--- config.mk ---
export PLATFORM = sky130hd
export DESIGN_NAME = inversion_table_to_permutation
export DESIGN_NICKNAME = d
export VERILOG_FILES = /design/src/rtl/itp_pkg.sv /design/src/rtl/itp_ctrl.sv /design/src/rtl/itp_datapath.sv /design/src/rtl/inversion_table_to_permutation.sv
export SDC_FILE = /design/constraint.sdc
export NUM_CORES = 1
export LEC_CHECK = 0
export ABC_CLOCK_PERIOD_IN_PS = 3370
export BUFFER_PORTS_ARGS = -buffer_cell sky130_fd_sc_hd__buf_2
export CAP_MARGIN = 20
export CORE_UTILIZATION = 60
export CTS_CLUSTER_DIAMETER = 150
export DETAILED_ROUTE_END_ITERATION = 10
export GPL_TIMING_DRIVEN = 1
export PLACE_DENSITY = 0.76
export SYNTH_ARGS = -nofsm -noshare
export SYNTH_HDL_FRONTEND = slang
export SYNTH_SLANG_ARGS = --single-unit
--- constraint.sdc ---
create_clock -name clk -period 3.37 [get_ports clk]
set_input_delay 0.337 -clock clk [delete_from_list [all_inputs] [get_ports clk]]
set_output_delay 0.337 -clock clk [all_outputs]
set_load 0.05 [all_outputs]
--- src/rtl/itp_pkg.sv ---
// ============================================================================
// itp_pkg
// Shared types for the inversion-table-to-permutation decoder.
// ============================================================================
package itp_pkg;

    // Width of a code entry and of an emitted permutation value
    localparam int unsigned VALUE_W = 5;

    // Controller states
    typedef enum logic [0:0] {
        ST_LOAD,
        ST_EMIT
    } itp_state_t;

    // Commands from controller to datapath
    typedef struct packed {
        logic load;     // insert the accepted code entry
        logic shift;    // result taken, advance the rank row
    } itp_cmd_t;

    // Status from datapath to controller
    typedef struct packed {
        logic last_item;    // the result on the output is the final one
    } itp_status_t;

endpackage

--- src/rtl/itp_ctrl.sv ---
// ============================================================================
// itp_ctrl
// Controller: loads code entries until the end flag, then emits results.
// ============================================================================
module itp_ctrl (
    input  logic                clk,
    input  logic                rst_n,
    input  logic                in_valid,
    input  logic                seq_end,
    output logic                in_ready,
    output logic                out_valid,
    input  logic                out_ready,
    input  itp_pkg::itp_status_t status,
    output itp_pkg::itp_cmd_t    cmd
);
    import itp_pkg::*;

    itp_state_t state_reg;
    itp_state_t state_next;

    // State register
    always_ff @(posedge clk or negedge rst_n)
    begin
        if (!rst_n)
        begin
            state_reg <= ST_LOAD;
        end
        else
        begin
            state_reg <= state_next;
        end
    end

    // Next state
    always_comb
    begin
        state_next = state_reg;
        case (state_reg)
            ST_LOAD:
            begin
                if (in_valid && seq_end)
                begin
                    state_next = ST_EMIT;
                end
            end
            ST_EMIT:
            begin
                if (out_ready && status.last_item)
                begin
                    state_next = ST_LOAD;
                end
            end
            default:
            begin
                state_next = ST_LOAD;
            end
        endcase
    end

    // Outputs
    always_comb
    begin
        in_ready  = 1'b0;
        out_valid = 1'b0;
        cmd       = '0;
        case (state_reg)
            ST_LOAD:
            begin
                in_ready = 1'b1;
                cmd.load = in_valid;
            end
            ST_EMIT:
            begin
                out_valid = 1'b1;
                cmd.shift = out_ready;
            end
            default:
            begin
                in_ready = 1'b0;
            end
        endcase
    end

endmodule

--- src/rtl/itp_datapath.sv ---
// ============================================================================
// itp_datapath
// Rank row and sequence counter. Each position keeps the rank of its element
// among the entries loaded so far; a new entry with code c takes rank c and
// every held rank >= c moves up by one. After the last entry the ranks are
// the permutation values, shifted out in index order.
// ============================================================================
module itp_datapath #(
    parameter int unsigned MAX_N = 32
) (
    input  logic                              clk,
    input  logic                              rst_n,
    input  logic [itp_pkg::VALUE_W-1:0]       rank_code,
    input  itp_pkg::itp_cmd_t                 cmd,
    output itp_pkg::itp_status_t              status,
    output logic [itp_pkg::VALUE_W-1:0]       perm_value,
    output logic                              run_end,
    output logic                              bad_sequence
);
    import itp_pkg::*;

    localparam int unsigned VW = $clog2(MAX_N);
    localparam int unsigned CW = $clog2(MAX_N + 1);

    logic [VW-1:0]          rank_reg  [MAX_N];
    logic [VW-1:0]          rank_next [MAX_N];
    logic [CW-1:0]          count_reg;
    logic [CW-1:0]          count_next;
    logic                   err_reg;
    logic                   err_next;
    logic                   has_room;
    logic                   code_too_big;
    logic [VW+VALUE_W-1:0]  head_wide;

    assign has_room     = count_reg < CW'(MAX_N);
    assign code_too_big = {{CW{1'b0}}, rank_code} > {{VALUE_W{1'b0}}, count_reg};

    // Rank lanes: insert on load, shift toward lane 0 on emit
    for (genvar i = 0; i < MAX_N; i++)
    begin : g_lane
        always_comb
        begin
            rank_next[i] = rank_reg[i];
            if (cmd.load && has_room)
            begin
                if (count_reg == CW'(i))
                begin
                    rank_next[i] = VW'(rank_code);
                end
                else if (count_reg > CW'(i))
                begin
                    if ({{VALUE_W{1'b0}}, rank_reg[i]} >= {{VW{1'b0}}, rank_code})
                    begin
                        rank_next[i] = rank_reg[i] + VW'(1);
                    end
                end
            end
            else if (cmd.shift)
            begin
                if (i < MAX_N - 1)
                begin
                    rank_next[i] = rank_reg[(i < MAX_N - 1) ? i + 1 : i];
                end
            end
        end

        always_ff @(posedge clk)
        begin
            rank_reg[i] <= rank_next[i];
        end
    end

    // Entry counter and error flag
    always_comb
    begin
        count_next = count_reg;
        err_next   = err_reg;
        if (cmd.load)
        begin
            if (!has_room)
            begin
                err_next = 1'b1;
            end
            else
            begin
                count_next = count_reg + CW'(1);
                if (code_too_big)
                begin
                    err_next = 1'b1;
                end
            end
        end
        else if (cmd.shift)
        begin
            count_next = count_reg - CW'(1);
            if (run_end)
            begin
                err_next = 1'b0;
            end
        end
    end

    always_ff @(posedge clk or negedge rst_n)
    begin
        if (!rst_n)
        begin
            count_reg <= '0;
            err_reg   <= 1'b0;
        end
        else
        begin
            count_reg <= count_next;
            err_reg   <= err_next;
        end
    end

    // Result fields: lane 0 holds the next element in index order
    assign head_wide        = {{VALUE_W{1'b0}}, rank_reg[0]};
    assign perm_value       = err_reg ? '0 : head_wide[VALUE_W-1:0];
    assign run_end          = count_reg == CW'(1);
    assign bad_sequence     = err_reg;
    assign status.last_item = run_end;

endmodule

--- src/rtl/inversion_table_to_permutation.sv ---
// ============================================================================
// inversion_table_to_permutation
// Decodes an inversion table (Lehmer code) into the permutation it encodes.
// ============================================================================
// Usage:
//   Input channel (in_valid/in_ready): one request per code entry, rank_code
//   is the count of smaller earlier elements, seq_end marks the last entry.
//   Entries load at one per cycle while in_ready is high; each one updates a
//   row of rank registers, so the permutation is complete on the cycle after the last entry.
//   Output channel (out_valid/out_ready): n results, one per position in
//   index order, run_end on the last. A code above its position gives n
//   results with value 0 and bad_sequence set; more than MAX_N entries
//   gives MAX_N such results, the extra entries being dropped.
//   The first result is on the ports in the cycle after the last entry is
//   taken; the emit phase shifts the rank row one lane per taken result.
//   While results are pending in_ready is low; a stalled receiver simply
//   holds the current result on the ports until it is taken.
//   Reset clears the entry counter, error flag and controller; the rank
//   row needs no reset.
// ============================================================================
module inversion_table_to_permutation #(
    parameter int unsigned MAX_N = 32
) (
    input  logic                        clk,
    input  logic                        rst_n,
    input  logic                        in_valid,
    output logic                        in_ready,
    input  logic [itp_pkg::VALUE_W-1:0] rank_code,
    input  logic                        seq_end,
    output logic                        out_valid,
    input  logic                        out_ready,
    output logic [itp_pkg::VALUE_W-1:0] perm_value,
    output logic                        run_end,
    output logic                        bad_sequence
);
    import itp_pkg::*;

    itp_cmd_t    cmd;
    itp_status_t status;

    // Sequencing
    itp_ctrl u_ctrl (
        .clk       (clk),
        .rst_n     (rst_n),
        .in_valid  (in_valid),
        .seq_end   (seq_end),
        .in_ready  (in_ready),
        .out_valid (out_valid),
        .out_ready (out_ready),
        .status    (status),
        .cmd       (cmd)
    );

    // Rank row and counters
    itp_datapath #(
        .MAX_N (MAX_N)
    ) u_datapath (
        .clk          (clk),
        .rst_n        (rst_n),
        .rank_code    (rank_code),
        .cmd          (cmd),
        .status       (status),
        .perm_value   (perm_value),
        .run_end      (run_end),
        .bad_sequence (bad_sequence)
    );

endmodule

== After elaboration in Yosys (flattened, before gate mapping) ==
Memory sizes are Yosys's and may differ from the RTL's.
Cells that the tools add are included.

* Add/subtract/negate cells: 34
* Order comparisons: 66
* Eq/ne operators: 33
* Multiplexer cells: 175
* Bitwise operators: 1
* Reduce and logical (&&, ||, !) cells: 8

{| class="wikitable"
|+ Operators by type and width
! operator !! count
|-
| $mux 5 || 160
|-
| $add 5x1->5 const B || 32
|-
| $ge 5x5->1 || 32
|-
| $eq 6x5->1 const B || 16
|-
| $gt 6x5->1 const B || 16
|-
| $eq 6x4->1 const B || 8
|-
| $gt 6x4->1 const B || 8
|-
| $eq 6x3->1 const B || 4
|-
| $gt 6x3->1 const B || 4
|-
| $mux 6 || 3
|-
| $eq 6x2->1 const B || 2
|-
| $gt 6x1->1 const B || 2
|-
| $gt 6x2->1 const B || 2
|-
| $mux 1 || 11
|-
| $add 6x1->6 const B || 1
|-
| $eq 6x1->1 const B || 1
|-
| $gt 5x6->1 || 1
|-
| $logic_not 6->1 || 1
|-
| $lt 6x6->1 const B || 1
|-
| $sub 6x1->6 const B || 1
|-
| $reduce_bool 2->1 || 2
|-
| $logic_and 1x1->1 || 3
|-
| $ne 3x3->1 const B || 1
|-
| $reduce_and 3->1 || 1
|-
| 4 further kinds || 4
|}

* Register bits after elaboration: 8
* Memory bits (writable): 160
* Word-level logic and storage cells: 321
* Memories: 1

{| class="wikitable"
|+ Memories
! memory !! words !! width !! read ports !! clocked after Yosys merged registers in !! write ports !! line !! RTL
|-
| u_datapath.rank_reg || 32 || 5 || 32 || 0 || 32 || itp_datapath.sv:25 || <nowiki>logic [VW-1:0] rank_reg [MAX_N];</nowiki>
|}

== Longest topological paths before layout ==
An unclocked memory read counts as a cell.

* Depth in word-level cells: 6
* Depth in mapped cells: 9

== Cells and area by module ==
From an unflattened synthesis, not the netlist that was laid out.

* Cell total of the unflattened synthesis: 1588
* Area, all modules: 14482.6 µm²

{| class="wikitable"
|+ By module, submodules not included
! module !! instances !! cells an instance !! area each (µm²) !! seq. area each (µm²)
|-
| itp_datapath || 1 || 1582 || 14426.3 || 4979.8
|-
| itp_ctrl || 1 || 6 || 56.3 || 25.0
|}

== Worst setup path after synthesis ==
OpenSTA, ideal clock, no wires.

* Path kind: input to register
* Start point: input rank_code[2] (netlist name)
* End point: memory u_datapath.rank_reg[0][60] (netlist name), enable pin
* Data arrival time: 2.305 ns
* Data required time: 2.992 ns
* Path slack: 0.687 ns
* Cell stages on the path: 7
* Buffers on the path: 1
* Path through: clkbuf_1 -> inv_1 -> ha_1 -> o21ai_0 -> o21ai_0 -> o211ai_1 -> a311oi_1

{| class="wikitable"
|+ RTL lines
! what !! line !! RTL
|-
| start: declaration || inversion_table_to_permutation.sv:28 || <nowiki>input logic [itp_pkg::VALUE_W-1:0] rank_code,</nowiki>
|-
| end: declaration || itp_datapath.sv:25 ||
|}

== Worst setup path after layout ==
* Start point: register u_datapath.count_reg[1]
* End point: output run_end

* Word-level cells in the longest chain between the ends: 1

{| class="wikitable"
|+ Ends and longest elaborated chain
! what !! line !! RTL
|-
| start: declaration || itp_datapath.sv:27 || <nowiki>logic [CW-1:0] count_reg;</nowiki>
|-
| start signal: assignment || itp_datapath.sv:112 || <nowiki>count_reg <= count_next;</nowiki>
|-
| $eq 6x1->1 || itp_datapath.sv:120 || <nowiki>assign run_end = count_reg == CW'(1);</nowiki>
|-
| end: declaration || inversion_table_to_permutation.sv:33 || <nowiki>output logic run_end,</nowiki>
|}

No other way between the ends.

==> impl_metrics.json <==
{
  "run_status": "finished clean",
  "ys_seq_area_share_pct": 34.7,
  "power_frac_clock_pct": 22.3,
  "p_sw_mw": 3.55,
  "worstPathMaxFanout": 16,
  "p_leak_nw": 6.95,
  "ys_types": 72,
  "cts_root_buf": "clkbuf_16",
  "largest_reg_flops": 160,
  "hold_path_end": "u_ctrl.state_reg$_DFF_PN0_",
  "area_delta_synth_final_pct": 7.50,
  "grt_pass1_vias": 11400,
  "fin_crit_ps": 3170,
  "cts.sinks": 168,
  "detail_route.first_pass.iterations": 6,
  "wirelength_um": 38100,
  "internal_power_mw": 5.10,
  "slowest_delay_ps": 620,
  "cts-resized-gates": 0,
  "critPathArrivalTime_ps": 2830,
  "synth-xor-area-share_pct": 6.14,
  "path_buf_inv": 3,
  "die_height_um": 157,
  "ant_nets": 0,
  "final_util_pct": 65.8,
  "place_congestion": 0.947,
  "drc_errors": 0,
  "layout.nets": 1734,
  "maxCapViolCount": 0,
  "grt_start_max_net_pins": 224,
  "synth_flop_cell": "edfxtp_1",
  "dp.final_hpwl_um": 26100,
  "final_cell_area_mm2": 0.0155,
  "powerDensity_mw_per_mm2": 558,
  "p_comb_share_pct": 38.6,
  "avgSynthCellArea_um2": 9.41,
  "cts_tree": "done",
  "fmax_mhz": 316,
  "hold_viol_final": 0,
  "yosys_register_bits": 168,
  "min_path_cells": 3,
  "cts_max_path_buffers": 2,
  "worstHoldStart": "seq_end",
  "synthCells": 1531,
  "crit_chain": "inv_1 -> ha_1 -> nor2b_1 -> nand2_1 -> inv_1 -> buf_2",
  "slew_headroom_pct": 44.1,
  "reg2reg_from": "u_datapath.count_reg[1]$_DFFE_PN0P_",
  "yosys_warnings": 0,
  "r2r.worst_path.cells": 6,
  "drive_gt1_share_pct": 7.72,
  "crit_path_top_delay_cell": "dfrtp_1",
  "clock_latency_ps": 450,
  "path_common_cell": "inv_1",
  "avgRoutedWirePerCell_um": 20.5,
  "peakVddDrop_mv": 0.373,
  "worstMarginPinSlew_ps": 831,
  "synth_compound_area_share_pct": 15.2,
  "p_seq_share_pct": 39.1,
  "slew_viol_final": 0,
  "postCtsHoldBufs": 1,
  "cp-start-kind": "register",
  "synth_async_sr_flop_share_pct": 4.76,
  "detailed_place.area_mm2": 0.0149,
  "ff2ff_setup_slack_ps": 510,
  "synth.area.mux_share_pct": 8.75,
  "synthAdderAreaFrac_pct": 16.9,
  "rsz0062_at_grt": "no",
  "diodes": 0,
  "synth_fp_nets": 1736,
  "coreArea_mm2": 0.0235,
  "swShare_pct": 41.0,
  "finClkSkew_ps": 16.0,
  "min_path_type": "in -> reg",
  "critPathTopFamily": "buffers and inverters",
  "pin_count": 19,
  "fp-row-count": 56,
  "vias_per_cell": 6.30,
  "tns_ps": 0,
  "cts_made_buffers": 17,
  "die-area_mm2": 0.0246,
  "first_iter_violations": 1115,
  "grt_util_all_layers_pct": 32.1,
  "vias": 11700,
  "syn-cell-area_mm2": 0.0144,
  "fin_crit_sh_pct": 94.0,
  "place.port_buffers": 18,
  "end_kind": "output port",
  "die_w_um": 157,
  "grt_overflow": 0,
  "antenna_found_initial": 0,
  "clk_pin_slew_worst_paths_ps": 70,
  "reg2reg_to": "u_datapath.rank_reg[1][48]$_DFFE_PP_",
  "critical_path_class": "reg -> out",
  "synth_top_family_by_area": "adder cells",
  "initial_utilization_pct": 61.2,
  "grt_first_pass_wirelength_um": 60900,
  "setup_viol": 0,
  "postCtsSetupRepairBufs": 0,
  "critPathRequiredTime_ps": 3030,
  "htreeDepth": 4,
  "synth-edff-count": 160,
  "yosys.area_share.simple_pct": 14.6
}
-- how the worst max path moves through the flow --
stage	depth (start not counted)	slack, ps	end	start
2_1_floorplan	7	690	u_datapath.rank_reg[0][60]$_DFFE_PP_	rank_code[2]
3_3_place_gp	7	670	u_datapath.rank_reg[1][46]$_DFFE_PP_	rank_code[4]
3_5_place_dp	7	550	u_datapath.rank_reg[1][46]$_DFFE_PP_	rank_code[4]
4_1_cts	6	270	run_end	u_datapath.count_reg[1]$_DFFE_PN0P_
5_1_grt	6	170	run_end	u_datapath.count_reg[1]$_DFFE_PN0P_
6_report	6	200	run_end	u_datapath.count_reg[1]$_DFFE_PN0P_
-- synth_stat cells, types with 6 or more instances --
library cell / n / area share [%]
a21o_1: 11 / 0.57
a21oi_1: 78 / 2.7
a31oi_1: 14 / 0.61
and2_1: 6 / 0.26
buf_2: 16 / 0.56
clkbuf_1: 61 / 1.6
dfrtp_1: 8 / 1.4
edfxtp_1: 160 / 33
ha_1: 195 / 17
inv_1: 43 / 1.1
mux2i_1: 126 / 8.8
nand2_1: 202 / 5.3
nand2b_1: 20 / 0.87
nand3_1: 77 / 2.7
nor2_1: 38 / 0.99
nor2b_1: 19 / 0.82
nor3_1: 17 / 0.59
nor3b_1: 10 / 0.52
o211ai_1: 8 / 0.42
o21a_1: 9 / 0.47
o21ai_0: 214 / 7.4
o21ai_1: 7 / 0.24
o31ai_1: 10 / 0.52
xnor2_1: 76 / 4.6
xor2_1: 25 / 1.5
-- power by group through the flow --
stage	Combinational, mW	Clock, mW	Sequential, mW
2_1_floorplan	2.52	0	3.18
3_3_place_gp	3.14	0	3.38
3_5_place_dp	3.27	0	3.40
4_1_cts	3.30	1.93	3.35
5_1_grt	3.72	2.01	3.42
6_report	3.34	1.93	3.38
-- tightest hold or removal path, cell delays in order --
cell	delay, ps
buf_2	80
a21oi_1	50
a21oi_1	110
-- layout make-up --
class                      count  area (µm²)
fill                        1925        8050
clock buffer                  17         425
tap                          319         399
timing repair buffer          61         478
multi-input combinational   1236        8880
inverter                      45         169
sequential                   168        5000
clock inverter                15         136
-- through the flow --
stage / setup slack (ps) / total power [mW] / hold slack [ps] / std cells
global placement: 665 / 6.52 / 206 / 1828
global route: 167 / 9.15 / 216 / 1861
floorplan: 687 / 5.71 / 41.4 / 1531
CTS: 274 / 8.58 / 176 / 1861
finish: 202 / 8.64 / 181 / 1861
detailed placement: 549 / 6.66 / 208 / 1828
-- per-layer routing --
layer,GRT usage (%),routed length (µm),vias to the layer above
li1,-,-,5606
met1,41.9,16400,5592
met2,54.5,18000,446
met3,3.83,2700,77
met4,12.0,987,0
met5,0,0,-
-- cells by family (layout without fill, tap and decap cells) --
group                    after synthesis  in the layout
AND/OR/NAND/NOR                      427            427
AO/OA/AOI/OAI                        387            387
adder cells (fa/ha/maj)              195            195
flip-flops                           168            168
buffers and inverters                127            138
multiplexers                         126            126
XOR/XNOR                             101            101
-- placed cells by master, fill, tap and decap left out, drive strengths merged, types with 3 or more instances in the layout --
cell type / n
a31oi: 14
clkinv: 9
nand2b: 20
nand3b: 4
clkbuf: 17
a21oi: 78
nor2: 45
o221ai: 3
nor3: 20
nor3b: 12
o31ai: 10
nand4: 5
xnor2: 76
a21o: 11
clkinvlp: 5
o21a: 9
a311oi: 3
a31o: 4
nor2b: 19
inv: 46
nand2: 202
o21ai: 222
nor4: 3
mux2i: 126
edfxtp: 160
and2: 6
dfrtp: 8
ha: 195
a211oi: 5
xor2: 25
nand3: 80
buf: 60
o211ai: 8
(Power assumes the default switching activity.)
